<file path="src/design/oaht_pkg.sv">
// Package: shared types, constants and hash parameters for the hash table.
`default_nettype none
package oaht_pkg;
  localparam int CAPACITY   = 8192;
  localparam int KEY_BYTES  = 5;
  localparam int VALUE_BITS = 32;
  localparam int SLOT_W     = 13;
  localparam int SIZE_W     = 14;
  localparam int KEY_W      = 8 * KEY_BYTES;

  localparam logic [31:0] SEED_HOME = 32'h1234_5678;
  localparam logic [31:0] SEED_STEP = 32'h8765_4321;
  localparam logic [31:0] MUR_MULT  = 32'h5bd1_e995;
  localparam int          MUR_SHIFT = 15;

  localparam logic [1:0] ST_EMPTY = 2'd0;
  localparam logic [1:0] ST_USED  = 2'd1;
  localparam logic [1:0] ST_TOMB  = 2'd2;

  localparam logic [1:0] ACT_INSERT = 2'd0;
  localparam logic [1:0] ACT_SEARCH = 2'd1;
  localparam logic [1:0] ACT_REMOVE = 2'd2;

  localparam logic [1:0] RES_OK    = 2'd0;
  localparam logic [1:0] RES_MISS  = 2'd1;
  localparam logic [1:0] RES_FULL  = 2'd2;
  localparam logic [1:0] RES_LIMIT = 2'd3;

  localparam logic [1:0] REG_SIZE  = 2'd0;
  localparam logic [1:0] REG_MODE  = 2'd1;
  localparam logic [1:0] REG_LIMIT = 2'd2;

  typedef enum logic [3:0] {
    S_CLEAR, S_IDLE, S_HASH, S_MULHI, S_MOD, S_CHECK, S_READ, S_EVAL, S_DONE
  } state_t;

  // controller -> datapath
  typedef struct packed {
    logic clr_step;     // write empty into sweep slot
    logic load;         // capture item, start hashes
    logic hash_step;    // xor in one key byte, start its multiply
    logic mul_step;     // finish multiply half
    logic mod_start;
    logic mod_step;
    logic limit_check;
    logic rd;           // issue slot read
    logic eval;         // evaluate slot, advance
    logic finish;       // present result
  } dp_cmd_t;

  // datapath -> controller
  typedef struct packed {
    logic clr_last;
    logic hash_done;
    logic mod_done;
    logic over_limit;
    logic probe_stop;   // evaluation ends the probe
  } dp_sts_t;
endpackage
`default_nettype wire

</file>
<file path="src/design/oaht_ctrl.sv">
// Controller: sequences clear, hash, modulo and probe steps.
`default_nettype none
module oaht_ctrl (
  input  wire logic             clk,
  input  wire logic             rst_n,
  input  wire logic             start,
  output logic                  busy,
  output oaht_pkg::dp_cmd_t     cmd,
  input  wire oaht_pkg::dp_sts_t sts
);
  import oaht_pkg::*;
  state_t state_r, state_nxt;

  always_ff @(posedge clk) begin
    if (!rst_n) state_r <= S_CLEAR;
    else state_r <= state_nxt;
  end

  always_comb begin
    state_nxt = state_r;
    cmd = '0;
    busy = 1'b1;
    unique case (state_r)
      S_CLEAR: begin
        cmd.clr_step = 1'b1;
        if (sts.clr_last) state_nxt = S_IDLE;
      end
      S_IDLE: begin
        busy = 1'b0;
        if (start) begin
          cmd.load = 1'b1;
          state_nxt = S_HASH;
        end
      end
      S_HASH: begin
        cmd.hash_step = 1'b1;
        state_nxt = S_MULHI;
      end
      S_MULHI: begin
        cmd.mul_step = 1'b1;
        if (sts.hash_done) begin
          cmd.mod_start = 1'b1;
          state_nxt = S_MOD;
        end else state_nxt = S_HASH;
      end
      S_MOD: begin
        cmd.mod_step = 1'b1;
        if (sts.mod_done) state_nxt = S_CHECK;
      end
      S_CHECK: begin
        cmd.limit_check = 1'b1;
        if (sts.over_limit) state_nxt = S_DONE;
        else state_nxt = S_READ;
      end
      S_READ: begin
        cmd.rd = 1'b1;
        state_nxt = S_EVAL;
      end
      S_EVAL: begin
        cmd.eval = 1'b1;
        if (sts.probe_stop) state_nxt = S_DONE;
        else state_nxt = S_READ;
      end
      S_DONE: begin
        cmd.finish = 1'b1;
        state_nxt = S_IDLE;
      end
      default: state_nxt = S_IDLE;
    endcase
  end
endmodule
`default_nettype wire

</file>
<file path="config.mk">
export PLATFORM = sky130hd
export DESIGN_NAME = oaht_ctrl
export DESIGN_NICKNAME = d
export VERILOG_FILES = /design/src/design/oaht_pkg.sv /design/src/design/oaht_ctrl.sv
export SDC_FILE = /design/constraint.sdc
export NUM_CORES = 1
export LEC_CHECK = 0
export BUFFER_PORTS_ARGS = -buffer_cell sky130_fd_sc_hd__buf_2
export CAP_MARGIN = 20
export CELL_PAD_IN_SITES_DETAIL_PLACEMENT = 1
export CELL_PAD_IN_SITES_GLOBAL_PLACEMENT = 1
export CORE_AREA = 3 3 40 42
export CTS_BUF_LIST = sky130_fd_sc_hd__clkbuf_16
export CTS_CLUSTER_SIZE = 10
export DETAILED_ROUTE_END_ITERATION = 7
export DIE_AREA = 0 0 43 45
export PLACE_DENSITY = 0.73
export SLEW_MARGIN = 10
export SYNTH_ARGS = -nofsm -noshare
export SYNTH_HDL_FRONTEND = slang
export SYNTH_SLANG_ARGS = --single-unit
</file>
<file path="constraint.sdc">
create_clock -name clk -period 2.2 [get_ports clk]
set_input_delay 0.44 -clock clk [delete_from_list [all_inputs] [get_ports clk]]
set_output_delay 0.44 -clock clk [all_outputs]
set_load 0.05 [all_outputs]
</file>
======== Word-level counts from Yosys, hierarchy flattened ========
Index checks and enable logic that the tools add are counted.
word-level totals
  output and inout bits ................... 11
  input bits .............................. 8
  word-level logic and storage cells ...... 33
  flip-flop bits (word level) ............. 4
cells by class
  mux-type cells .......................... 19
  reductions and logical operators ........ 2
  equality and inequality tests ........... 11
operators by type and width
  cell                                            number
  one-hot mux 4 bit (8 select lines)              1
  two-way mux 4 bit                               5
  == test 4 x 3 -> 1 bit (second input constant)  4
  two-way mux 1 bit                               11
  == test 4 x 2 -> 1 bit (second input constant)  2
  inequality test 2 bit (second input constant)   3
  == test 4 x 1 -> 1 bit (second input constant)  1
  == test 4 bit (second input constant)           1
  zero test 4 bit                                 1
  two-way mux 3 bit                               1
  AND reduction 3 bit                             1
  two-way mux 2 bit                               1

======== Depth between registers and ports, before layout ========
Gate-level depths: netlist (run 1).
  depth in word-level cells ............... 3
  depth in mapped cells ................... 4
  gate-level depth less buffers ........... 3

======== Worst setup path before layout (run 1) ========
No wires, ideal clock.
  path type ............................... reg2out
  from .................................... register state_r[3]
  to ...................................... output cmd[5] (netlist name)
  data arrival time ....................... 2.393 ns
  buffers on the path ..................... 1
  slack ................................... -0.633 ns
  cell stages (with the launch flop) ...... 5
  required time ........................... 1.760 ns
  cell sequence ........................... dfxtp_1 > buf_2 > nand2b_1 > nor3b_1 > and2_1
RTL lines
  what                      line             text
  start: declaration        oaht_ctrl.sv:12  state_t state_r, state_nxt;
  start signal: assignment  oaht_ctrl.sv:16  else state_r <= state_nxt;
  end: declaration          oaht_ctrl.sv:8   output oaht_pkg::dp_cmd_t cmd,

==> results.ini, run 1 <==
[outcome]
run_status = finished, final reports clean

[final_layout]
largest_register_ff_count = 4
largest_registers_ranked_by_flip_flop_count = state_r (4)
area_growth_pct = 56.0
layout.nets = 75
proportion_of_layout_cells_with_a_drive_suffix_above_1_pct = 43.1
diodes = 0
fin_util_pct = 42.1
regMostFlops = state_r
layout.cell_area.non_filler_um2 = 541

[critical_path]
worstSetupPathType = flop to primary output
critPathSlowestCell = sky130_fd_sc_hd__or4b_4
worst-endpoint-required_ns = 1.76
setup.worst_path.end_class = primary output
startpoint_type = flop
worst-endpoint-arrival_ns = 1.57
worstPathMaxFanout = 12
crit_path_max_incr_delay_ns = 0.55
path_cells = or4b_4 > nor2_1 > buf_2

[sta]
fin_crit_ns = 2.01
worst_clock_skew_ns = 0.000174
final-hold-violation-count = 0
grt_setup_unrepaired = false
final_number_of_setup_violating_endpoints = 0
final_min_period_over_clock_period_pct = 91.5
worst_slew_margin_rel_pct = 69.9
report.final.slew_viol_count = 0
post-route-worst-setup-slack_ns = 0.186
worst_slew_pin_slew_ns = 0.451
clock.fmax_mhz = 497
whs_ns = 0.466

[clock_tree]
cts.repair_timing.setup_buffer_count = 0
cts.root.buffer_cell = sky130_fd_sc_hd__clkbuf_16
clkSinkCount = 4
cts_resized = 0
cts-htree-levels = 1
cts_hold_buffers = 0
clk_pin_slew_worst_paths_ns = 0.03
clkLatencyLatePin_ns = 0.22
cts_made_buffers = 3
max-clock-path-buffers = 2
cts_tree = yes

[min_path]
holdCritPathClass = input port to flop

[route]
dr.pass1.iters = 3
drt_iter0_drc = 1
detail_route.drc_violations = 0
detail_route.wl_per_cell_um = 12.1
dr_total_vias = 400
route.detailed.vias_per_inst = 5.00
postRouteAntennaNets = 0
drt-total-wl_um = 968

[place]
dpl_worst_slack_ns = 0.419
globalplace.congestion = 0.688
io_buffers = 18
placed_cell_area_um2 = 465
post-dp-hpwl_um = 759

[die]
core_region_area_mm2 = 0.00128
initial_core_utilization_pct = 27.0
dieHeight_um = 45
placementRows = 13
die_area_mm2 = 0.00194
io-pin-count = 19
dieWidth_um = 43

[job]
max_cap_violations = 0

[logic_synthesis]
synthDominantCellAreaShare_pct = 23.1
yosys_register_bits = 4
synthesized_netlist_net_count = 54
synth.top_cells.by_area = sky130_fd_sc_hd__dfxtp_1, sky130_fd_sc_hd__o21a_1, sky130_fd_sc_hd__mux2i_1
postSynthCellCount = 46
post_synth.cell_area_avg_um2 = 7.53
yosysWarningCount = 0
synth_sequential_area_ratio_pct = 23.1
netlist-cell-type-count = 24
yosys.area.top_type = sky130_fd_sc_hd__dfxtp_1
post_synth_instance_area_um2 = 347

[grt]
grt-ovfl-total = 0
first_global_vias = 383
global_route.usage.total_pct = 10.7
pin_count_of_the_biggest_net_entering_global_routing = 17
antenna_violations_before_repair = 0
grt_first_pass_wirelength_um = 1580

[pwr]
power_density_mw_per_mm2 = 792
power_leakage_nw = 0.271
total_power_uw = 428
power.ir.vdd_worst_mv = 0.454

==> cell type report <==
type	count	area, um^2
clock buffer	3	75.1
sequential	4	80.1
inverter	2	7.51
multi-input combinational	36	254
timing repair buffer	20	105
tap	15	18.8
fill	161	744
==> where the power goes <==
group / internal, mW / switching, mW / leakage (nW)
Combinational: 0.0263 / 0.0495 / 0.201
Sequential: 0.0757 / 0.00140 / 0.0325
Clock: 0.232 / 0.0437 / 0.0370
Total: 0.334 / 0.0946 / 0.271
==> critical path: cells and delay by family (launching register included) <==
family | cells | cell delay (ns)
DFF | 1 | 0.43
and+or+nand+nor | 2 | 0.65
buffers and inverters | 1 | 0.27
==> cell families (layout without fill, tap and decap cells) <==
family	after synthesis	count (layout)	synth area share [%]
DFF	4	4	23.1
and+or+nand+nor	26	26	45.5
buffers and inverters	6	25	8.66
muxes	2	2	5.78
AOI/OAI and AO/OA	8	8	17.0
==> worst paths after layout <==
kind | from | end | slack (ns) | cells after the start
worst max-delay path | state_r[2] | cmd[8] | 0.19 | 3
worst min-delay path | rst_n | state_r[0] | 0.47 | 2
worst max register to register | state_r[2] | state_r[2] | 0.73 | 3
worst min register to register | state_r[0] | state_r[3] | 0.67 | 3
==> cells in the final DEF (no fill, tap or decap) <==
| cell | count |
|---|---|
| sky130_fd_sc_hd__o211a_1 | 1 |
| sky130_fd_sc_hd__inv_1 | 2 |
| sky130_fd_sc_hd__a21oi_1 | 2 |
| sky130_fd_sc_hd__nor3_1 | 4 |
| sky130_fd_sc_hd__or4b_4 | 1 |
| sky130_fd_sc_hd__nor2_1 | 5 |
| sky130_fd_sc_hd__clkbuf_16 | 3 |
| sky130_fd_sc_hd__nor4b_2 | 1 |
| sky130_fd_sc_hd__nand2b_1 | 2 |
| sky130_fd_sc_hd__dfxtp_1 | 4 |
| sky130_fd_sc_hd__nand3_1 | 1 |
| sky130_fd_sc_hd__and3_1 | 2 |
| sky130_fd_sc_hd__mux2i_1 | 2 |
| sky130_fd_sc_hd__nor2b_1 | 3 |
| sky130_fd_sc_hd__o21a_1 | 3 |
| sky130_fd_sc_hd__nor4_2 | 1 |
| sky130_fd_sc_hd__nand4b_1 | 1 |
| sky130_fd_sc_hd__and2_1 | 1 |
| sky130_fd_sc_hd__a2111oi_0 | 1 |
| sky130_fd_sc_hd__buf_2 | 18 |
| sky130_fd_sc_hd__buf_4 | 2 |
| sky130_fd_sc_hd__nand2_1 | 1 |
| sky130_fd_sc_hd__a211oi_1 | 1 |
| sky130_fd_sc_hd__nor4_1 | 1 |
| sky130_fd_sc_hd__or3b_2 | 1 |
| sky130_fd_sc_hd__nor3b_2 | 1 |
==> per-stage QoR <==
step | setup TNS [ns] | std cells
finish | 0 | 80
global route | 0 | 80
CTS | 0 | 80
detailed placement | 0 | 77
global placement | 0 | 77
floorplan | -0.108 | 46
==> Yosys cell counts, drive strengths merged <==
cell / n
nor2b: 3
nor4b: 1
and2: 1
a2111oi: 1
nor2: 5
buf: 4
or3b: 1
a21oi: 2
o21a: 3
mux2i: 2
inv: 2
nand2b: 2
nand3: 1
a211oi: 1
and3: 2
nand2: 1
nor3: 4
o211a: 1
nor3b: 1
dfxtp: 4
nor4: 2
nand4b: 1
or4b: 1
==> per-layer routing <==
layer  GRT usage (%)  share of wire, %
met1            13.5                44
met2            17.1                50
met3            3.59               6.7
met4            3.61                 0
met5               0                 0
Power figures use the tool's default switching activity.
==> run 2, diff against run 1 <==
Settings changed: CORE_AREA 3 3 40 42 to 2 2 39 41, DIE_AREA 0 0 43 45 to 0 0 41 43, SETUP_SLACK_MARGIN from default to 0.2.
==> results.ini, run 2 (synthesis gave the netlist of run 1 again) <==
[route]
dr_total_vias = 399  ; -0.25%
dr_wl_met3_um = 50  ; -23%
wl_met2_um = 475  ; -1.0%
dr.pass1.iters = 4  ; +1
drt_iter0_drc = 3  ; +2
postRouteAntennaNets = 0  ; unchanged
route.detailed.vias_per_inst = 4.93  ; -1.5%
drt-total-wl_um = 966  ; -0.21%
detail_route.drc_violations = 0  ; unchanged
highest-signal-layer = met3
route.layer.met1.wl_um = 440  ; +4.3%
detail_route.wl_per_cell_um = 11.9  ; -1.4%

[sta]
worst_slew_pin_slew_ns = 0.364  ; -0.0865 ns
worst_slew_margin_rel_pct = 75.1  ; +5.2 points
final_number_of_setup_violating_endpoints = 0  ; unchanged
worst_clock_skew_ns = 0.00172  ; +0.00154 ns
final-hold-violation-count = 0  ; unchanged
whs_ns = 0.458  ; -0.00850 ns
post-route-worst-setup-slack_ns = 0.276  ; +0.0900 ns
fin_crit_ns = 1.92  ; -0.0900 ns
clock.fmax_mhz = 520  ; +4.7%
grt_setup_unrepaired = true
report.final.slew_viol_count = 0  ; unchanged
final_min_period_over_clock_period_pct = 87.4  ; -4.1 points

[pwr]
sw_frac_of_total_pct = 22.5  ; +0.44 points
power_frac_seq_pct = 17.9  ; about the same
power_frac_clock_pct = 64.2  ; about the same
power_density_mw_per_mm2 = 785  ; -0.89%
combinational_share_of_power_pct = 17.9  ; +0.2 points
internal-power_uw = 335  ; +0.38%
p_sw_uw = 97.4  ; +3.0%
power_leakage_nw = 0.270  ; about the same
power.ir.vdd_worst_mv = 0.669  ; +47%

[min_path]
holdCritStartpoint = rst_n
holdCritPathClass = input port to flop
whs_endpoint = state_r[2]
holdPathStages = 2  ; unchanged

[grt]
global_route.usage.total_pct = 13.9  ; +3.2 points
grt_first_pass_wirelength_um = 1730  ; +9.2%
pin_count_of_the_biggest_net_entering_global_routing = 17  ; unchanged
antenna_violations_before_repair = 0  ; unchanged
first_global_vias = 395  ; +3.1%
grt-ovfl-total = 0  ; unchanged

[final_layout]
layout_commonest_cell = sky130_fd_sc_hd__buf_2
layout.cell_area.non_filler_um2 = 551  ; +1.9%
largest_register_ff_count = 4  ; unchanged
regMostFlops = state_r
area_growth_pct = 58.8
diodes = 0  ; unchanged
layout.nets = 75  ; unchanged
fillers = 183  ; +14%
proportion_of_layout_cells_with_a_drive_suffix_above_1_pct = 46.2  ; +3.1 points
largest_registers_ranked_by_flip_flop_count = state_r (4)
stdcell_count = 81  ; +1.3%
final_cell_mix = sky130_fd_sc_hd__buf_2, sky130_fd_sc_hd__nor3_1, sky130_fd_sc_hd__nor2_1

[place]
globalplace.congestion = 0.712  ; +3.5%
dpl_worst_slack_ns = 0.433  ; +0.0144 ns
post-dp-hpwl_um = 741  ; -2.5%
numPlacedInstances = 78  ; +1.3%
placed_cell_area_um2 = 469  ; +0.81%
io_buffers = 18  ; unchanged

[clock_tree]
cts-htree-levels = 1  ; unchanged
cts.repair_timing.setup_buffer_count = 0  ; unchanged
clkLatencyLatePin_ns = 0.22  ; about the same
clkSinkCount = 4  ; unchanged
cts.root.buffer_cell = sky130_fd_sc_hd__clkbuf_16
cts_made_buffers = 3  ; unchanged
cts_hold_buffers = 0  ; unchanged
max-clock-path-buffers = 2  ; unchanged
clk_pin_slew_worst_paths_ns = 0.03  ; about the same
cts_tree = yes

[critical_path]
reg2reg_setup_slack_ns = 0.87  ; +0.14 ns
setup.worst_path.end_class = primary output
worst-endpoint-arrival_ns = 1.48  ; -0.09 ns
worstSetupPathType = flop to primary output
worst-endpoint-required_ns = 1.76  ; about the same
worstRegToRegCells = 4  ; +1
regToRegStartpoint = state_r[1]
startpoint_type = flop
worstPathMaxFanout = 11  ; -1
timing.rr.end = state_r[2]

[die]
placementRows = 14  ; +1
dieWidth_um = 41  ; -4.7%
initial_core_utilization_pct = 25.0  ; -1.9 points
io-pin-count = 19  ; unchanged
dieHeight_um = 43  ; -4.4%
die_area_mm2 = 0.00176  ; -8.9%
core_region_area_mm2 = 0.00138  ; +7.7%

[job]
max_cap_violations = 0  ; unchanged

[outcome]
run_status = finished, final reports clean

[run 2: cell types whose count changed in the layout (fill, tap and decap cells not counted)]
cell,delta
sky130_fd_sc_hd__buf_4,+1
sky130_fd_sc_hd__buf_2,-2
sky130_fd_sc_hd__dfxtp_1,-1
sky130_fd_sc_hd__nor2_1,-1
sky130_fd_sc_hd__dfxtp_2,+1
sky130_fd_sc_hd__nor2_2,+1
sky130_fd_sc_hd__clkbuf_4,+1
[run 2: timing repair]
| action | in CTS | in global routing |
|---|---|---|
| gates cloned | 0 | 0 |
| gates resized for setup | 1 | 2 |
| pin swaps | 0 | 0 |
| endpoints found under the setup margin | 1 | 3 |
[run 2: cell type report]
| class | count | area [um^2] | share of cell area, % |
|---|---|---|---|
| multi-input combinational | 36 | 256 | 46.6 |
| timing repair buffer | 20 | 110 | 20.0 |
| sequential | 4 | 81.3 | 14.8 |
| clock buffer | 3 | 75.1 | 13.6 |
| tap | 16 | 20.0 | 3.64 |
| inverter | 2 | 7.51 | 1.36 |
[run 2: worst max-delay path: stages, from the launching register on]
cell	delay, ns
sky130_fd_sc_hd__dfxtp_1	0.40
sky130_fd_sc_hd__or4b_4	0.57
sky130_fd_sc_hd__nor2_2	0.09
sky130_fd_sc_hd__buf_4	0.19
[run 2: metrics by stage]
stage	util (%)	power (mW)	TNS, ns
global route	39.8	0.454	0
CTS	39.5	0.436	0
detailed placement	33.9	0.155	0
global placement	33.9	0.154	0
finish	39.8	0.432	0
floorplan	-	0.133	-0.108
[run 2: power by group through the flow]
stage               registers (mW)  clock network (mW)  logic (mW)
finish                      0.0775               0.277      0.0774
CTS                         0.0774               0.281      0.0783
detailed placement          0.0783                   0      0.0771
global route                0.0777               0.292      0.0850
global placement            0.0780                   0      0.0759
floorplan                   0.0795                   0      0.0536
[run 2: per-layer routing]
metal  track usage (%)  up-vias
met4              8.00        0
met2              20.6       10
met3              2.09        0
met5                 0        -
met1              18.0      185
li1                  -      204
[run 2: worst max path at each step]
stage                     startpoint  endpoint  slack [ns]  cells past startpoint
after detailed placement  state_r[2]    cmd[8]        0.43                      3
after global routing      state_r[1]    cmd[5]        0.16                      5
after global placement    state_r[2]    cmd[8]        0.46                      3
after floorplan           state_r[3]    cmd[5]       -0.11                      4
final                     state_r[3]    cmd[8]        0.28                      3
after CTS                 state_r[2]    cmd[3]        0.23                      4
